==> src/rtl/assert_macros.svh <==
// Assertion macros shared by the encoder RTL
`ifndef ASSERT_MACROS_SVH
`define ASSERT_MACROS_SVH

// Condition must never hold outside reset
`define ASSERT_NEVER(label, cond, msg) \
	label: assert property (@(posedge clk) disable iff (!arst_n) !(cond)) else $error(msg);

// Antecedent implies consequent on the following cycle
`define ASSERT_NEXT(label, ante, cons, msg) \
	label: assert property (@(posedge clk) disable iff (!arst_n) (ante) |=> (cons)) else $error(msg);

`endif

==> src/rtl/b64e_pkg.sv <==
// Shared types, constants and the sextet-to-ASCII mapping for the Base64 encoder
`timescale 1ns / 1ps

package b64e_pkg;

	localparam logic [1:0] POS_FIRST  = 2'd0;
	localparam logic [1:0] POS_SECOND = 2'd1;
	localparam logic [1:0] POS_THIRD  = 2'd2;

	localparam logic [6:0] CHAR_PAD        = 7'h3D;
	localparam logic [6:0] CHAR_PLUS       = 7'h2B;
	localparam logic [6:0] CHAR_SLASH      = 7'h2F;
	localparam logic [6:0] CHAR_MINUS      = 7'h2D;
	localparam logic [6:0] CHAR_UNDERSCORE = 7'h5F;
	localparam logic [6:0] CHAR_UPPER_A    = 7'h41;
	localparam logic [6:0] CHAR_LOWER_A    = 7'h61;
	localparam logic [6:0] CHAR_DIGIT_0    = 7'h30;

	localparam logic [5:0] SEXTET_LAST_UPPER = 6'd25;
	localparam logic [5:0] SEXTET_LAST_LOWER = 6'd51;
	localparam logic [5:0] SEXTET_LAST_DIGIT = 6'd61;
	localparam logic [5:0] SEXTET_PLUS       = 6'd62;
	localparam logic [6:0] LOWER_OFFSET      = 7'd26;
	localparam logic [6:0] DIGIT_OFFSET      = 7'd52;

	typedef struct packed {
		logic [3:0][6:0] chars;
		logic [1:0]      last_idx;
		logic            eot;
	} job_t;

	function automatic logic [6:0] sextet_char(input logic [5:0] v, input logic url);
		logic [6:0] c;
		if (v <= SEXTET_LAST_UPPER) begin
			c = CHAR_UPPER_A + {1'b0, v};
		end else if (v <= SEXTET_LAST_LOWER) begin
			c = CHAR_LOWER_A + {1'b0, v} - LOWER_OFFSET;
		end else if (v <= SEXTET_LAST_DIGIT) begin
			c = CHAR_DIGIT_0 + {1'b0, v} - DIGIT_OFFSET;
		end else if (v == SEXTET_PLUS) begin
			c = url ? CHAR_MINUS : CHAR_PLUS;
		end else begin
			c = url ? CHAR_UNDERSCORE : CHAR_SLASH;
		end
		return c;
	endfunction

endpackage

==> src/rtl/b64e_front.sv <==
// Front end: accepts bytes, tracks group position and builds character jobs
`timescale 1ns / 1ps
`include "assert_macros.svh"

module b64e_front (
	input  logic               clk,
	input  logic               arst_n,
	input  logic               url_safe,
	input  logic               in_valid,
	input  logic [7:0]         in_byte,
	input  logic               in_last,
	input  logic               q_ready,
	output logic               in_ready,
	output logic               push,
	output b64e_pkg::job_t     push_job
);

	logic [1:0] pos_q;
	logic [5:0] left_q;
	logic [1:0] npos;
	logic [5:0] nleft;
	logic [5:0] s0;
	logic [5:0] s1;
	logic       accept;

	assign in_ready = q_ready;
	assign accept   = in_valid && q_ready;
	assign push     = accept;

	always_comb begin
		unique case (pos_q)
			b64e_pkg::POS_SECOND: begin
				s0    = {2'b00, in_byte[7:4]} | left_q;
				s1    = {in_byte[3:0], 2'b00};
				nleft = s1;
				npos  = b64e_pkg::POS_THIRD;
			end
			b64e_pkg::POS_THIRD: begin
				s0    = {4'b0000, in_byte[7:6]} | left_q;
				s1    = in_byte[5:0];
				nleft = '0;
				npos  = b64e_pkg::POS_FIRST;
			end
			default: begin
				s0    = in_byte[7:2];
				s1    = {in_byte[1:0], 4'b0000};
				nleft = s1;
				npos  = b64e_pkg::POS_SECOND;
			end
		endcase
	end

	always_comb begin
		push_job.chars[0] = b64e_pkg::sextet_char(s0, url_safe);
		push_job.chars[1] = b64e_pkg::sextet_char(s1, url_safe);
		push_job.chars[2] = b64e_pkg::CHAR_PAD;
		push_job.chars[3] = b64e_pkg::CHAR_PAD;
		push_job.eot      = in_last;
		if (in_last) begin
			unique case (npos)
				b64e_pkg::POS_SECOND: push_job.last_idx = 2'd3;
				b64e_pkg::POS_THIRD:  push_job.last_idx = 2'd2;
				default:              push_job.last_idx = 2'd1;
			endcase
		end else begin
			push_job.last_idx = (pos_q == b64e_pkg::POS_THIRD) ? 2'd1 : 2'd0;
		end
	end

	always_ff @(posedge clk or negedge arst_n) begin
		if (!arst_n) begin
			pos_q  <= b64e_pkg::POS_FIRST;
			left_q <= '0;
		end else if (accept) begin
			if (in_last) begin
				pos_q  <= b64e_pkg::POS_FIRST;
				left_q <= '0;
			end else begin
				pos_q  <= npos;
				left_q <= nleft;
			end
		end
	end

	`ASSERT_NEXT(a_last_clears, accept && in_last, pos_q == b64e_pkg::POS_FIRST && left_q == '0, "state not cleared after last byte")
	`ASSERT_NEXT(a_group_done, accept && pos_q == b64e_pkg::POS_THIRD, left_q == '0, "leftover kept after completed group")

endmodule

==> src/rtl/b64e_queue.sv <==
// Short job queue between the front end and the character serializer
`timescale 1ns / 1ps
`include "assert_macros.svh"

module b64e_queue #(
	parameter int DEPTH = 2
) (
	input  logic           clk,
	input  logic           arst_n,
	input  logic           push,
	input  b64e_pkg::job_t push_job,
	output logic           push_ready,
	input  logic           pop,
	output logic           head_valid,
	output b64e_pkg::job_t head_job
);

	localparam int PTR_W = (DEPTH > 1) ? $clog2(DEPTH) : 1;
	localparam int CNT_W = $clog2(DEPTH + 1);

	b64e_pkg::job_t   store_q [DEPTH];
	logic [PTR_W-1:0] wr_ptr_q;
	logic [PTR_W-1:0] rd_ptr_q;
	logic [CNT_W-1:0] cnt_q;
	logic             full;

	assign full       = (cnt_q == CNT_W'(DEPTH));
	assign push_ready = !full;
	assign head_valid = (cnt_q != '0);
	assign head_job   = store_q[rd_ptr_q];

	always_ff @(posedge clk) begin
		if (push) begin
			store_q[wr_ptr_q] <= push_job;
		end
	end

	always_ff @(posedge clk or negedge arst_n) begin
		if (!arst_n) begin
			wr_ptr_q <= '0;
			rd_ptr_q <= '0;
			cnt_q    <= '0;
		end else begin
			if (push) begin
				wr_ptr_q <= (wr_ptr_q == PTR_W'(DEPTH - 1)) ? '0 : wr_ptr_q + 1'b1;
			end
			if (pop) begin
				rd_ptr_q <= (rd_ptr_q == PTR_W'(DEPTH - 1)) ? '0 : rd_ptr_q + 1'b1;
			end
			if (push && !pop) begin
				cnt_q <= cnt_q + 1'b1;
			end else if (pop && !push) begin
				cnt_q <= cnt_q - 1'b1;
			end
		end
	end

	`ASSERT_NEVER(a_no_overflow, push && full, "push into full queue")
	`ASSERT_NEVER(a_no_underflow, pop && !head_valid, "pop from empty queue")

endmodule

==> src/rtl/b64e_back.sv <==
// Back end: sends one character of the head job per transfer through an output register
`timescale 1ns / 1ps
`include "assert_macros.svh"

module b64e_back (
	input  logic           clk,
	input  logic           arst_n,
	input  logic           head_valid,
	input  b64e_pkg::job_t head_job,
	output logic           pop,
	output logic           m_tvalid,
	input  logic           m_tready,
	output logic [7:0]     m_tdata,
	output logic           m_tlast
);

	logic [1:0] idx_q;
	logic       m_tvalid_q;
	logic [6:0] char_q;
	logic       eot_q;
	logic       load;
	logic       at_end;

	assign load     = head_valid && (!m_tvalid_q || m_tready);
	assign at_end   = (idx_q == head_job.last_idx);
	assign pop      = load && at_end;
	assign m_tvalid = m_tvalid_q;
	assign m_tdata  = {1'b0, char_q};
	assign m_tlast  = eot_q;

	always_ff @(posedge clk) begin
		if (load) begin
			char_q <= head_job.chars[idx_q];
			eot_q  <= head_job.eot && at_end;
		end
	end

	always_ff @(posedge clk or negedge arst_n) begin
		if (!arst_n) begin
			idx_q      <= '0;
			m_tvalid_q <= 1'b0;
		end else begin
			if (load) begin
				idx_q      <= at_end ? 2'd0 : idx_q + 2'd1;
				m_tvalid_q <= 1'b1;
			end else if (m_tready) begin
				m_tvalid_q <= 1'b0;
			end
		end
	end

	`ASSERT_NEVER(a_idx_in_job, head_valid && idx_q > head_job.last_idx, "character index past end of job")

endmodule

==> src/rtl/base64_stream_encoder.sv <==
// Top level of the Base64 stream encoder
// Encodes a byte stream into Base64 text, standard or URL-safe alphabet per cfg_wr_data.
// Each byte is turned into a job of one to four characters in the cycle it transfers
// in; jobs wait in a QUEUE_DEPTH-entry queue and leave one character per cycle through
// a registered output while m_tready allows. A byte transfers in every cycle while the
// queue has room; the character serializer bounds the sustained rate at one character
// per cycle, four characters for every three-byte group, and the last byte of a message
// makes up to four characters: its own, a leftover character and padding.
`timescale 1ns / 1ps

module base64_stream_encoder #(
	parameter int QUEUE_DEPTH = 2
) (
	input  logic       clk,
	input  logic       arst_n,
	input  logic       cfg_wr_en,
	input  logic       cfg_wr_data,  // url_safe_alphabet
	input  logic       s_tvalid,
	output logic       s_tready,
	input  logic [7:0] s_tdata,      // [7:0] data_byte
	input  logic       s_tlast,      // last_byte
	output logic       m_tvalid,
	input  logic       m_tready,
	output logic [7:0] m_tdata,      // [6:0] out_char, [7] zero
	output logic       m_tlast       // end_of_text
);

	logic           url_q;
	logic           q_ready;
	logic           push;
	b64e_pkg::job_t push_job;
	logic           pop;
	logic           head_valid;
	b64e_pkg::job_t head_job;

	always_ff @(posedge clk or negedge arst_n) begin
		if (!arst_n) begin
			url_q <= 1'b0;
		end else if (cfg_wr_en) begin
			url_q <= cfg_wr_data;
		end
	end

	b64e_front u_front (
		.clk      (clk),
		.arst_n   (arst_n),
		.url_safe (url_q),
		.in_valid (s_tvalid),
		.in_byte  (s_tdata),
		.in_last  (s_tlast),
		.q_ready  (q_ready),
		.in_ready (s_tready),
		.push     (push),
		.push_job (push_job)
	);

	b64e_queue #(
		.DEPTH (QUEUE_DEPTH)
	) u_queue (
		.clk        (clk),
		.arst_n     (arst_n),
		.push       (push),
		.push_job   (push_job),
		.push_ready (q_ready),
		.pop        (pop),
		.head_valid (head_valid),
		.head_job   (head_job)
	);

	b64e_back u_back (
		.clk        (clk),
		.arst_n     (arst_n),
		.head_valid (head_valid),
		.head_job   (head_job),
		.pop        (pop),
		.m_tvalid   (m_tvalid),
		.m_tready   (m_tready),
		.m_tdata    (m_tdata),
		.m_tlast    (m_tlast)
	);

endmodule

==> config.mk <==
export PLATFORM = sky130hd
export DESIGN_NAME = base64_stream_encoder
export DESIGN_NICKNAME = d
export VERILOG_FILES = /design/src/rtl/b64e_pkg.sv /design/src/rtl/b64e_front.sv /design/src/rtl/b64e_queue.sv /design/src/rtl/b64e_back.sv /design/src/rtl/base64_stream_encoder.sv
export VERILOG_INCLUDE_DIRS = /design/src /design/src/rtl
export SDC_FILE = /design/constraint.sdc
export NUM_CORES = 1
export LEC_CHECK = 0
export BUFFER_PORTS_ARGS = -buffer_cell sky130_fd_sc_hd__buf_4
export CORE_MARGIN = 8
export CORE_UTILIZATION = 40
export CTS_BUF_LIST = sky130_fd_sc_hd__clkbuf_2
export CTS_CLUSTER_DIAMETER = 60
export DETAILED_ROUTE_END_ITERATION = 10
export GPL_TIMING_DRIVEN = 1
export PLACE_DENSITY = 0.54
export SETUP_SLACK_MARGIN = 0.1
export SLEW_MARGIN = 20
export SYNTH_ARGS = -nofsm -noshare
export SYNTH_HDL_FRONTEND = slang
export SYNTH_SLANG_ARGS = --single-unit
==> constraint.sdc <==
create_clock -name clk -period 4.8 [get_ports clk]
set_clock_uncertainty 0.2 [all_clocks]
set_input_delay 0.48 -clock clk [delete_from_list [all_inputs] [get_ports clk]]
set_output_delay 0.48 -clock clk [all_outputs]
set_load 0.01 [all_outputs]
==> run summary <==
Status -> finished, final reports clean
Yosys top cell by area -> edfxtp_1
Fmax -> 247 MHz
Register bit total from synthesis -> 56
Post-synth top area share -> 37.4%
Critical path class -> flop to flop
GR Util All Layers -> 12.3%
WP data required -> 4820 ps
Cells after synthesis -> 298
GRT Residual Overflow -> 0
CP Cell Sequence -> inv_1 > ha_1 > o21bai_1 > o21a_4 > inv_1 > ha_1 > nor2b_1 > a2bb2oi_1 > a21boi_1 > o21bai_1 > a21oi_1 > a31o_1
Wire per inst -> 16.1 um
FF/Latch Area -> 0.00161 mm^2
Min Tclk post-route -> 4050 ps
Clock Latency Late Sink -> 460 ps
Final instance area -> 0.00368 mm^2
RSZ-0062 raised after global routing -> no
Yosys warns -> 0
Synth Area per Inst -> 11.3 um^2
Initial antenna violation count -> 0
Hold crit path type -> primary input to flop
Fin util -> 45.0%
Drc violations -> 0
Unique cell type count in the Yosys netlist -> 60
CTS tree -> done
First-pass GRT wire length -> 11500 um
Routability cong. -> 0.926
H-tree Lvls -> 2
Max Cap Viol -> 0
Largest stage delay on the critical path -> 750 ps
Crit-path max FO -> 24
Mapped Nets -> 332
Nets -> 357
Worst path arrival time -> 4080 ps
Synth top area cells -> edfxtp_1 (37%), dfrtp_1 (10%), ha_1 (7.1%)
Post-synthesis cell area -> 0.00337 mm^2
Fin Setup TNS -> 0 ps
Clock Path Buffers -> 2
Share of cells above drive strength 1 -> 20.1%
PD cells -> 645 mW/mm^2
Measured slew at the worst slew-check pin -> 909 ps
Vias in the first global route -> 2327
Number of synthesized flops with an enable pin -> 42
Final antenna-violating net count -> 0
DP HPWL -> 5110 um
Largest net degree at the start of global routing -> 25
I/O pin cnt -> 26
Starting Density -> 41.2%
Setup violations, final -> 0
Fin. Hold Viols -> 0
Most frequent cells in the layout -> edfxtp_1 (42), nand2_1 (31), buf_4 (24)
Crit share post-route -> 84.4%
Core ar. -> 0.00818 mm^2
CP Capture Type -> flop
Most common cell after layout, fill and taps aside -> edfxtp_1
Multi-input logic area -> 0.00160 mm^2
Final worst hold slack -> 48.5 ps
Clk root buf -> clkbuf_2
Layout Area Growth over Synthesis -> 9.25%
TritonCTS Buffers -> 5
Row cnt -> 33
Maximum vdd drop -> 0.195 mV
Startpoint Class -> flop
Worst path slowest cell -> ha_1
Sequential share of the synthesized area -> 47.8%
Fin. max-slew vios -> 0
Die Height -> 108 um
Ys async rst share -> 25.0%
Max_slew headroom -> 39.3%
Iter 0 DRT Violations -> 193
Die Wd -> 108 um
CTS-repair resized insts -> 0
Leakage power -> 1.41 nW
First-pass DRT Iterations -> 4
Via density -> 5.44
Via count -> 2333
Crit path launch -> u_front.pos_q[0]
Worst r2r src -> u_front.pos_q[0]
Die area -> 0.0116 mm^2
Filler Cell Count -> 806
Post-DP Area -> 0.00358 mm^2
Synth Flop Type -> edfxtp_1
HP Start -> m_tready
Clock slew at reported path FFs -> 310 ps
Port Buffers -> 24
Final WL -> 6920 um
CTS sink count -> 56
Antenna cells -> 0
[report_power, final]
group / switching, mW / leakage [nW] / total [mW] / internal [mW]
clock network: 0.155 / 0.0294 / 0.192 / 0.0370
registers: 0.115 / 0.552 / 0.924 / 0.809
logic: 0.735 / 0.831 / 1.26 / 0.523
total: 1.01 / 1.41 / 2.37 / 1.37
[stage by stage]
stage / setup slack [ps] / total power, mW / cells
2_1_floorplan: 1490 / 1.92 / 298
4_1_cts: 819 / 2.39 / 429
5_1_grt: 480 / 2.57 / 429
3_5_place_dp: 932 / 2.18 / 416
3_3_place_gp: 1020 / 2.16 / 416
6_report: 748 / 2.37 / 429
[state kept, by name, indices dropped and copies added (netlist names)]
register and cells:
u_queue.store_q 34, u_back.char_q 7, u_front.left_q 4, u_back.idx_q 2
u_front.pos_q 2, u_queue.cnt_q 2, u_back.m_tlast 1, u_back.m_tvalid 1
u_queue.rd_ptr_q 1, u_queue.wr_ptr_q 1, url_q 1
[critical path, delay by kind of cell (launching register included)]
kind	cells	cell delay, ps
compound gates	7	1850
fa+ha+maj	2	990
buf+inv	2	200
flops	1	420
simple gates	1	140
[final cells by class]
type / count / share of cell area, %
inverter: 15 / 1.53
sequential: 56 / 43.8
clock buffer: 5 / 0.680
tap: 105 / 3.57
timing repair buffer: 29 / 6.26
multi-input combinational: 216 / 43.6
clock inverter: 3 / 0.578
[synthesized netlist by cell type (all sizes together) (2+ instances only)]
cell,count
edfxtp,42
nand2,31
o21ai,27
ha,19
nor2,16
a21oi,15
inv,15
dfrtp,14
nor2b,10
mux2i,8
mux4,7
nor3,7
a22oi,6
clkbuf,6
o21a,6
or2,6
xnor2,6
buf,5
nand3,5
o21bai,4
a221oi,3
a31o,3
a31oi,3
and3,3
nand2b,3
nand4,3
a22o,2
a2bb2oi,2
a311oi,2
and2b,2
nand3b,2
o221ai,2
xor2,2
[per-layer routing]
layer / vias up / GRT usage [%] / wire (um)
met5: - / 0 / 0
met4: 0 / 4.06 / 83
met3: 8 / 1.80 / 268
met2: 51 / 20.6 / 3260
met1: 1128 / 15.9 / 3300
li1: 1146 / - / -
[cells by family (layout without fill, tap and decap cells)]
| logic type | Yosys count | count (layout) | synth area share, % |
|---|---|---|---|
| other | 1 | 1 | 0.111 |
| flip-flops | 56 | 56 | 47.8 |
| buffers and inverters | 26 | 52 | 4.61 |
| multiplexers | 16 | 16 | 7.39 |
| AO/OA/AOI/OAI | 80 | 80 | 16.9 |
| AND/OR/NAND/NOR | 92 | 92 | 14.0 |
| adder cells (fa/ha/maj) | 19 | 19 | 7.06 |
| XOR/XNOR | 8 | 8 | 2.08 |
[what timing repair did]
action                                 4_1_cts  5_1_grt
endpoints found under the hold margin       18        0
hold buffers                                 5        0
buffers inserted                             0        0
[worst paths after layout]
kind / endpoint / slack, ps / cells after the start
max: u_queue.store_q[0][5] / 750 / 12
min: u_back.m_tvalid / 50 / 3
max reg2reg: u_queue.store_q[0][5] / 750 / 12
min reg2reg: u_front.left_q[3] / 330 / 2
max in group asynchronous: u_back.idx_q[0] / 4080 / 2
min in group asynchronous: u_front.pos_q[1] / 140 / 2
(Power assumes the default switching activity.)
